[src/hdl/pdec_pkg.sv]
// ----------------------------------------------------------------------------
// pdec_pkg
// Shared types, character constants and hex helpers for the percent decoder.
// ----------------------------------------------------------------------------
package pdec_pkg;

    localparam logic [7:0] PCT_CHAR   = 8'h25;
    localparam logic [7:0] PLUS_CHAR  = 8'h2B;
    localparam logic [7:0] SPACE_CHAR = 8'h20;
    localparam logic [7:0] DIGIT_0    = 8'h30;
    localparam logic [7:0] DIGIT_9    = 8'h39;
    localparam logic [7:0] UPPER_A    = 8'h41;
    localparam logic [7:0] UPPER_F    = 8'h46;
    localparam logic [7:0] LOWER_A    = 8'h61;
    localparam logic [7:0] LOWER_F    = 8'h66;
    localparam logic [3:0] HEX_TEN    = 4'd10;

    localparam int QUEUE_DEPTH = 4;
    localparam int QUEUE_AW    = $clog2(QUEUE_DEPTH);
    localparam int QUEUE_CW    = $clog2(QUEUE_DEPTH + 1);

    typedef enum logic [1:0] {
        PH_IDLE  = 2'd0,
        PH_PCT   = 2'd1,
        PH_DIGIT = 2'd2
    } phase_t;

    typedef struct packed {
        logic [7:0] in_char;
        logic       in_last;
    } in_item_t;

    typedef struct packed {
        logic [7:0] out_char;
        logic       out_last;
    } out_item_t;

    // up to three result bytes produced by one input transaction
    typedef struct packed {
        logic [2:0][7:0] bytes;
        logic [1:0]      cnt;
        logic            last;
    } bundle_t;

    typedef struct packed {
        logic    valid;
        bundle_t data;
    } queue_head_t;

    function automatic logic is_hex(input logic [7:0] c);
        logic r;
        r = ((c >= DIGIT_0) && (c <= DIGIT_9)) ||
            ((c >= UPPER_A) && (c <= UPPER_F)) ||
            ((c >= LOWER_A) && (c <= LOWER_F));
        return r;
    endfunction

    function automatic logic [3:0] hex_val(input logic [7:0] c);
        logic [7:0] d;
        logic [3:0] r;
        r = 4'd0;
        if ((c >= DIGIT_0) && (c <= DIGIT_9))
        begin
            d = c - DIGIT_0;
            r = d[3:0];
        end
        else if ((c >= UPPER_A) && (c <= UPPER_F))
        begin
            d = c - UPPER_A;
            r = d[3:0] + HEX_TEN;
        end
        else if ((c >= LOWER_A) && (c <= LOWER_F))
        begin
            d = c - LOWER_A;
            r = d[3:0] + HEX_TEN;
        end
        return r;
    endfunction

endpackage

[src/hdl/pdec_front.sv]
// ----------------------------------------------------------------------------
// pdec_front
// Accepts input characters, tracks escape state and builds result bundles.
// ----------------------------------------------------------------------------
module pdec_front (
    input  logic               clk,
    input  logic               rst_n,
    input  logic               req_valid,
    output logic               req_stall,
    input  pdec_pkg::in_item_t req_data,
    input  logic               queue_full,
    output logic               push,
    output pdec_pkg::bundle_t  push_data
);

    pdec_pkg::phase_t phase_reg, phase_next;
    logic [7:0]       held_reg, held_next;
    logic             accept;
    logic             c_hex;
    logic [7:0]       c;
    logic [1:0]       n;
    logic             consumed;
    pdec_pkg::phase_t mid_ph;

    assign req_stall = queue_full;
    assign accept    = req_valid && !queue_full;
    assign c         = req_data.in_char;
    assign c_hex     = pdec_pkg::is_hex(c);

    always_comb
    begin
        phase_next = phase_reg;
        held_next  = held_reg;
        if (accept)
        begin
            consumed   = 1'b0;
            phase_next = pdec_pkg::PH_IDLE;
            case (phase_reg)
                pdec_pkg::PH_PCT:
                begin
                    if (c_hex)
                    begin
                        held_next  = c;
                        phase_next = pdec_pkg::PH_DIGIT;
                        consumed   = 1'b1;
                    end
                end
                pdec_pkg::PH_DIGIT:
                begin
                    held_next = 8'd0;
                    consumed  = c_hex;
                end
                default:
                begin
                end
            endcase
            if (!consumed && (c == pdec_pkg::PCT_CHAR))
                phase_next = pdec_pkg::PH_PCT;
            if (req_data.in_last)
            begin
                phase_next = pdec_pkg::PH_IDLE;
                held_next  = 8'd0;
            end
        end
        else
        begin
            consumed = 1'b0;
        end
    end

    always_comb
    begin
        push_data.bytes = '0;
        n               = 2'd0;
        mid_ph          = pdec_pkg::PH_IDLE;
        case (phase_reg)
            pdec_pkg::PH_PCT:
            begin
                if (c_hex)
                    mid_ph = pdec_pkg::PH_DIGIT;
                else
                begin
                    push_data.bytes[n] = pdec_pkg::PCT_CHAR;
                    n = n + 2'd1;
                end
            end
            pdec_pkg::PH_DIGIT:
            begin
                if (c_hex)
                begin
                    push_data.bytes[n] = {pdec_pkg::hex_val(held_reg), pdec_pkg::hex_val(c)};
                    n = n + 2'd1;
                end
                else
                begin
                    push_data.bytes[n] = pdec_pkg::PCT_CHAR;
                    n = n + 2'd1;
                    push_data.bytes[n] = held_reg;
                    n = n + 2'd1;
                end
            end
            default:
            begin
            end
        endcase
        if (!((phase_reg == pdec_pkg::PH_PCT || phase_reg == pdec_pkg::PH_DIGIT) && c_hex))
        begin
            if (c == pdec_pkg::PCT_CHAR)
                mid_ph = pdec_pkg::PH_PCT;
            else
            begin
                push_data.bytes[n] = (c == pdec_pkg::PLUS_CHAR) ? pdec_pkg::SPACE_CHAR : c;
                n = n + 2'd1;
            end
        end
        if (req_data.in_last)
        begin
            if (mid_ph == pdec_pkg::PH_PCT || mid_ph == pdec_pkg::PH_DIGIT)
            begin
                push_data.bytes[n] = pdec_pkg::PCT_CHAR;
                n = n + 2'd1;
            end
            if (mid_ph == pdec_pkg::PH_DIGIT)
            begin
                push_data.bytes[n] = c;
                n = n + 2'd1;
            end
        end
        push_data.cnt  = n;
        push_data.last = req_data.in_last;
        push           = accept && (n != 2'd0);
    end

    always_ff @(posedge clk or negedge rst_n)
    begin
        if (!rst_n)
        begin
            phase_reg <= pdec_pkg::PH_IDLE;
            held_reg  <= 8'd0;
        end
        else
        begin
            phase_reg <= phase_next;
            held_reg  <= held_next;
        end
    end

endmodule

[src/hdl/pdec_queue.sv]
// ----------------------------------------------------------------------------
// pdec_queue
// Small bundle queue between the front and back parts.
// ----------------------------------------------------------------------------
module pdec_queue (
    input  logic                  clk,
    input  logic                  rst_n,
    input  logic                  push,
    input  pdec_pkg::bundle_t     push_data,
    input  logic                  pop,
    output logic                  full,
    output pdec_pkg::queue_head_t head
);

    pdec_pkg::bundle_t                 mem [pdec_pkg::QUEUE_DEPTH];
    logic [pdec_pkg::QUEUE_AW-1:0]     wr_ptr_reg, wr_ptr_next;
    logic [pdec_pkg::QUEUE_AW-1:0]     rd_ptr_reg, rd_ptr_next;
    logic [pdec_pkg::QUEUE_CW-1:0]     count_reg, count_next;
    logic                              do_push, do_pop;

    assign full       = (count_reg == pdec_pkg::QUEUE_CW'(pdec_pkg::QUEUE_DEPTH));
    assign head.valid = (count_reg != '0);
    assign head.data  = mem[rd_ptr_reg];
    assign do_push    = push && !full;
    assign do_pop     = pop && head.valid;

    always_comb
    begin
        wr_ptr_next = do_push ? wr_ptr_reg + 1'b1 : wr_ptr_reg;
        rd_ptr_next = do_pop ? rd_ptr_reg + 1'b1 : rd_ptr_reg;
        count_next  = count_reg;
        if (do_push && !do_pop)
            count_next = count_reg + 1'b1;
        else if (!do_push && do_pop)
            count_next = count_reg - 1'b1;
    end

    always_ff @(posedge clk)
    begin
        if (do_push)
            mem[wr_ptr_reg] <= push_data;
    end

    always_ff @(posedge clk or negedge rst_n)
    begin
        if (!rst_n)
        begin
            wr_ptr_reg <= '0;
            rd_ptr_reg <= '0;
            count_reg  <= '0;
        end
        else
        begin
            wr_ptr_reg <= wr_ptr_next;
            rd_ptr_reg <= rd_ptr_next;
            count_reg  <= count_next;
        end
    end

endmodule

[src/hdl/pdec_back.sv]
// ----------------------------------------------------------------------------
// pdec_back
// Takes bundles from the queue and sends their bytes out one per transaction.
// ----------------------------------------------------------------------------
module pdec_back (
    input  logic                  clk,
    input  logic                  rst_n,
    input  pdec_pkg::queue_head_t head,
    output logic                  pop,
    output logic                  rsp_valid,
    input  logic                  rsp_stall,
    output pdec_pkg::out_item_t   rsp_data
);

    pdec_pkg::bundle_t cur_reg, cur_next;
    logic              busy_reg, busy_next;
    logic [1:0]        idx_reg, idx_next;
    logic              at_end, done, take;

    assign at_end             = ((idx_reg + 2'd1) == cur_reg.cnt);
    assign rsp_valid          = busy_reg;
    assign rsp_data.out_char  = cur_reg.bytes[idx_reg];
    assign rsp_data.out_last  = cur_reg.last && at_end;
    assign done               = busy_reg && !rsp_stall && at_end;
    assign take               = !busy_reg || done;
    assign pop                = take && head.valid;

    always_comb
    begin
        cur_next  = cur_reg;
        busy_next = busy_reg;
        idx_next  = idx_reg;
        if (take)
        begin
            busy_next = head.valid;
            cur_next  = head.data;
            idx_next  = 2'd0;
        end
        else if (busy_reg && !rsp_stall)
            idx_next = idx_reg + 2'd1;
    end

    always_ff @(posedge clk)
    begin
        cur_reg <= cur_next;
    end

    always_ff @(posedge clk or negedge rst_n)
    begin
        if (!rst_n)
        begin
            busy_reg <= 1'b0;
            idx_reg  <= 2'd0;
        end
        else
        begin
            busy_reg <= busy_next;
            idx_reg  <= idx_next;
        end
    end

endmodule

[src/hdl/percent_decoder_stream.sv]
// ----------------------------------------------------------------------------
// percent_decoder_stream
// Streaming URL percent decoder, form style ('+' decodes to space).
// ----------------------------------------------------------------------------
//  channel | signals                        | carries
//  req     | req_valid, req_stall, req_data | one raw character and end flag
//  rsp     | rsp_valid, rsp_stall, rsp_data | one decoded byte and end flag
//  One character is taken per cycle unless req_stall; each yields 0 to 3
//  bytes, sent one per cycle from the back part unless rsp_stall, so
//  output bytes per cycle bound the rate. A four-entry bundle queue
//  decouples the two sides; req_stall is high only while it is full.
//  Reset clears escape state and the queue.
// ----------------------------------------------------------------------------
module percent_decoder_stream (
    input  logic                clk,
    input  logic                rst_n,
    input  logic                req_valid,
    output logic                req_stall,
    input  pdec_pkg::in_item_t  req_data,
    output logic                rsp_valid,
    input  logic                rsp_stall,
    output pdec_pkg::out_item_t rsp_data
);

    logic                  queue_full;
    logic                  push;
    logic                  pop;
    pdec_pkg::bundle_t     push_data;
    pdec_pkg::queue_head_t head;

    pdec_front u_front (
        .clk        (clk),
        .rst_n      (rst_n),
        .req_valid  (req_valid),
        .req_stall  (req_stall),
        .req_data   (req_data),
        .queue_full (queue_full),
        .push       (push),
        .push_data  (push_data)
    );

    pdec_queue u_queue (
        .clk       (clk),
        .rst_n     (rst_n),
        .push      (push),
        .push_data (push_data),
        .pop       (pop),
        .full      (queue_full),
        .head      (head)
    );

    pdec_back u_back (
        .clk       (clk),
        .rst_n     (rst_n),
        .head      (head),
        .pop       (pop),
        .rsp_valid (rsp_valid),
        .rsp_stall (rsp_stall),
        .rsp_data  (rsp_data)
    );

endmodule

[config.mk]
export PLATFORM = sky130hd
export DESIGN_NAME = percent_decoder_stream
export DESIGN_NICKNAME = d
export VERILOG_FILES = /design/src/hdl/pdec_pkg.sv /design/src/hdl/pdec_front.sv /design/src/hdl/pdec_queue.sv /design/src/hdl/pdec_back.sv /design/src/hdl/percent_decoder_stream.sv
export SDC_FILE = /design/constraint.sdc
export NUM_CORES = 1
export LEC_CHECK = 0
export BUFFER_PORTS_ARGS = -buffer_cell sky130_fd_sc_hd__buf_4
export CAP_MARGIN = 20
export CORE_MARGIN = 4
export CORE_UTILIZATION = 52
export CTS_CLUSTER_DIAMETER = 50
export DETAILED_ROUTE_END_ITERATION = 10
export PLACE_DENSITY = 0.67
export SKIP_CTS_REPAIR_TIMING = 1
export SLEW_MARGIN = 10
export SYNTH_ARGS = -nofsm -noshare
export SYNTH_HDL_FRONTEND = slang
export SYNTH_SLANG_ARGS = --single-unit
[constraint.sdc]
create_clock -name clk -period 7.4 [get_ports clk]
set_clock_uncertainty 0.15 [all_clocks]
set_input_delay 0.37 -clock clk [delete_from_list [all_inputs] [get_ports clk]]
set_output_delay 0.37 -clock clk [all_outputs]
set_load 0.01 [all_outputs]
# After elaboration in Yosys (flattened, before gate mapping)
# Memory sizes are Yosys's and may differ from the RTL's. A register that Yosys moved wholly into a read port is not among the register bits.
# Cells that the tools add are included.
# word_totals
reg_bits,20
ramBits,108
in_bits,13
output_inout_bits,11
wordCells,150
mem_count,1
# op_classes
add_sub_neg,18
n_lt_le_gt_ge,19
n_eq_ne,9
muxes,55
bitwise,3
n_reduce_logical,38
# memory_table
memory,depth,width,rd,rd_ports_with_merged_regs,wr,line_no,source
u_queue.mem,4,27,1,1,1,pdec_queue.sv:15,pdec_pkg::bundle_t mem [pdec_pkg::QUEUE_DEPTH];
# ops
op,count
24-bit two-way mux,6
8-bit two-way mux,10
24-bit bitwise mux,2
8-bit demux with 2-bit select,3
"8-bit by 7-bit >= comparator with 1-bit output, second input constant",4
"8-bit by 7-bit <= comparator with 1-bit output, second input constant",4
8-bit case mux with 2 select lines,2
2-bit two-way mux,15
4-bit two-way mux,6
"4-bit by 1-bit subtractor with 4-bit output, second input constant",6
1-bit logical AND,21
"4-bit adder, second input constant",4
8-bit binary-select mux with 2-bit select,1
"8-bit by 6-bit equality test with 1-bit output, second input constant",2
"8-bit by 6-bit >= comparator with 1-bit output, second input constant",2
"8-bit by 6-bit <= comparator with 1-bit output, second input constant",2
15-bit AND,1
15-bit NOT,1
"2-bit by 1-bit adder with 2-bit output, second input constant",6
"2-bit by 3-bit less-than comparator with 1-bit output, second input constant",4
9-bit OR,1
"2-bit by 1-bit >= comparator with 1-bit output, second input constant",3
1-bit zero test,6
3-bit two-way mux,2
15 further kinds,28

# Logic depth before layout (Yosys ltp)
# depth
word_depth,22
mapped_depth,28
mapped_depth_nobuf,26

# Hierarchy
# A second synthesis with hierarchy kept.
# unflattened
cells_unflattened,463
area_unflattened_um2,7110.6
# modules_own_cells
mod,instances,cells_each,area_each_um2,seq_area_each_um2
pdec_queue,1,176,4324.1,3418.3
pdec_front,1,207,1589.0,250.2
pdec_back,1,80,1197.4,885.8

# Least setup slack after synthesis
# No wires, ideal clock.
# synth_timing
path_kind,input to register
startpoint,input port req_data[2] in the netlist's numbering
endpoint,memory u_queue.mem[0][0] in the netlist's numbering (enable)
setup_time_ns,0.451
arrival_ns,5.997
required_time_ns,6.799
path_slack_ns,0.802
stages,22
path_buffers,2
path_cell_list,buf_2 > inv_1 > ha_1 > nand2b_1 > o21a_4 > a21oi_2 > buf_2 > nand2_1 > and2_1 > ha_1 > a21boi_1 > o21ai_0 > and2b_1 > inv_1 > ha_1 > mux2_2 > ha_1 > a21oi_1 > nor2_1 > a21oi_2 > a21oi_2 > nor3b_1
# synth_rtl
item,line_no,source
start: declaration,percent_decoder_stream.sv:19,"input pdec_pkg::in_item_t req_data,"
end: declaration,pdec_queue.sv:15,

==> results_dict.tcl <==
set metrics [dict create \
    hpwl_mm 9.82 \
    hold_path.class "in -> reg" \
    rr_startpoint "u_front.phase_reg[0]$_DFFE_PN0P_" \
    async_flop_share_pct 12.9 \
    ys_seq_elements 155 \
    worstPathMaxFanout 11 \
    p_leak_nw 3.02 \
    finalSetupViolations 0 \
    mostFrequentLayoutCell "edfxtp_1" \
    cts-buffers-inserted 17 \
    max-vdd-ir-drop_mv 0.205 \
    synth-seq-area-share_pct 61.3 \
    die-area_sq_mm 0.0163 \
    postPlaceCellArea_sq_mm 0.00779 \
    period_share_pct 75.4 \
    critPathArrivalTime_ns 5.76 \
    max_freq_mhz 179 \
    cp_top_family "compound AO/OA/AOI/OAI gates" \
    num_vias 4281 \
    cpMaxStageDelayCell "a21oi_2" \
    rows 43 \
    vias_per_cell 5.98 \
    cp_num_buf_inv 4 \
    end_kind "flip-flop" \
    finalNonFillerCells 716 \
    avgSynthCellArea_sq_um 14.9 \
    syn_to_final_growth_pct 13.2 \
    multi_input_area_sq_mm 0.00269 \
    critPathMostFrequentCell "ha_1" \
    grt_pass1_vias 4477 \
    drc 0 \
    required_ns 7.58 \
    portBuffers 23 \
    grt_max_degree 31 \
    antenna_found_initial 0 \
    fin_crit_ns 5.58 \
    dr.pass1.iters 5 \
    die_y_microns 128 \
    grt_pass1_wl_mm 24.0 \
    rsz0062_at_grt "no" \
    grt_usage_pct 19.6 \
    worstSetupStartpoint "req_data[2]" \
    drtIter0Drc 332 \
    ioPinCount 24 \
    num_antenna_cells 0 \
    ant_nets 0 \
    tightest_slew_ns 0.984 \
    status "finished, final reports clean" \
    crit_path_start_kind "input pin" \
    gp_congestion 0.903 \
    dp.cells 683 \
    cpPeakStageDelay_ns 0.47 \
    clockRootBuffer "clkbuf_16" \
    synth-edff-count 135 \
    wl_per_cell_microns 20.5 \
    cts_tree "built" \
    die_w_microns 128 \
    core-area_sq_mm 0.0139 \
    synthesis.instances 497 \
    largest_reg_flops 108 \
    path_clk_slew_ns 0.06 \
    numClockSinks 155 \
    maxCapViolations 0 \
    synth.distinct_cells 72 \
    ys_warn_count 0 \
    tns_ns 0 \
    seqCellArea_sq_mm 0.00456 \
    syn_area_sq_mm 0.00743 \
    synthFlopType "edfxtp_1" \
    final_cell_mix "edfxtp_1, nand2_1, buf_4" \
    holdCritStartpoint "rsp_stall" \
    finalHoldViolCount 0 \
    slew_viol_final 0 \
    start_util_pct 53.3 \
    clock_path_buffers 2 \
    whs_ns 0.0893 \
    htree_num_levels 4 \
    r2r_slack_ns 2.01 \
    layout.nets 563 \
    drive_gt1_share_pct 20.7 \
    relSlewSlack_pct 34.4 \
    overflow 0 \
    fillCellCount 1047 \
    clock_latency_ns 0.41 \
    final_cell_area_sq_mm 0.00841 \
    path_class "in -> reg" \
    drt_wl_total_mm 14.7 \
    synthesis.nets 537 \
    pwr_density_cell_mw_per_mm2 345 \
]
final timing paths:
check,cells after the start,end
max,27,u_queue.count_reg[2]$_DFFE_PN0P_
min,3,u_back.idx_reg[0]$_DFFE_PN0P_
max in group asynchronous,2,u_queue.rd_ptr_reg[0]$_DFFE_PN0P_
max reg2reg,23,u_queue.count_reg[2]$_DFFE_PN0P_
min reg2reg,2,u_front.phase_reg[0]$_DFFE_PN0P_
min in group asynchronous,2,u_back.idx_reg[0]$_DFFE_PN0P_
cell type report:
| cell class | count | area share [%] |
|---|---|---|
| flip-flops and latches | 155 | 54.2 |
| multi-input cells | 293 | 32.0 |
| clock buffers | 19 | 5.15 |
| repair buffers | 30 | 2.71 |
| well taps | 180 | 2.68 |
| clock inverters | 13 | 2.08 |
| inverters | 26 | 1.16 |
worst register-to-register path, stage by stage, from the launching register on:
cell and delay [ns]:
dfrtp_1 0.37, inv_1 0.06, ha_1 0.48, nand2b_1 0.29, or2_2 0.34, ha_1 0.28, a21boi_1 0.28, o21ai_0 0.12
and2b_1 0.23, inv_1 0.09, ha_1 0.24, mux2_2 0.28, ha_1 0.27, a21oi_1 0.17, nor2_1 0.08, a21oi_2 0.24
a21oi_2 0.13, nor2_1 0.13, ha_1 0.20, inv_1 0.06, fa_1 0.37, xor2_1 0.17, nor2_1 0.12, xor2_1 0.16
synth_stat cells (3+ instances only):
cell	number	share of area, %
inv_1	26	1.3
nor2_1	19	0.96
a22oi_1	6	0.61
ha_1	26	4.4
a211o_1	3	0.35
a21oi_2	3	0.35
a32oi_1	4	0.47
o2bb2ai_1	4	0.47
and2_1	4	0.34
buf_2	8	0.54
nor2b_1	6	0.51
xnor2_1	9	1.1
xor2_1	6	0.71
a31oi_1	4	0.34
o21ai_1	5	0.34
a21boi_0	3	0.30
nand3_1	6	0.40
o31ai_1	3	0.30
o21ai_0	13	0.88
nor3b_1	6	0.61
dfrtp_1	20	6.7
a22o_1	6	0.71
clkbuf_1	13	0.66
a21oi_1	9	0.61
o211ai_1	5	0.51
mux2_2	3	0.45
edfxtp_1	135	55
nand2b_1	7	0.59
mux4_2	27	8.2
mux2i_1	17	2.3
a211oi_1	3	0.30
o22ai_1	3	0.25
nand2_1	35	1.8
through the flow:
step	power, mW	utilization [%]	setup WS (ns)
4_1_cts	2.93	60.3	1.85
3_5_place_dp	2.05	55.9	1.46
5_1_grt	3.05	60.3	1.48
2_1_floorplan	1.82	-	0.802
6_report	2.90	60.3	1.82
3_3_place_gp	2.04	55.9	1.64
layer usage:
layer / global-route usage, % / share of wire, % / vias up
li1: - / - / 1981
met1: 25.0 / 43 / 2151
met2: 32.1 / 49 / 115
met3: 4.14 / 3.8 / 34
met4: 9.27 / 3.2 / 0
met5: 0 / 0 / -
cell families (layout without fill, tap and decap cells):
| kind of cell | count (synthesis) | after routing | synth area share, % |
|---|---|---|---|
| buffers and inverters | 49 | 88 | 2.71 |
| multiplexers | 47 | 47 | 10.9 |
| AND/OR/NAND/NOR | 104 | 104 | 7.70 |
| XOR/XNOR | 15 | 15 | 1.77 |
| flip-flops | 155 | 155 | 61.3 |
| AO/OA/AOI/OAI | 100 | 100 | 10.9 |
| adder cells (fa/ha/maj) | 27 | 27 | 4.65 |
power breakdown:
group          internal (mW)  switching, mW
Sequential              1.20          0.152
Clock                  0.560          0.318
Combinational          0.334          0.337
(Power assumes the default switching activity.)
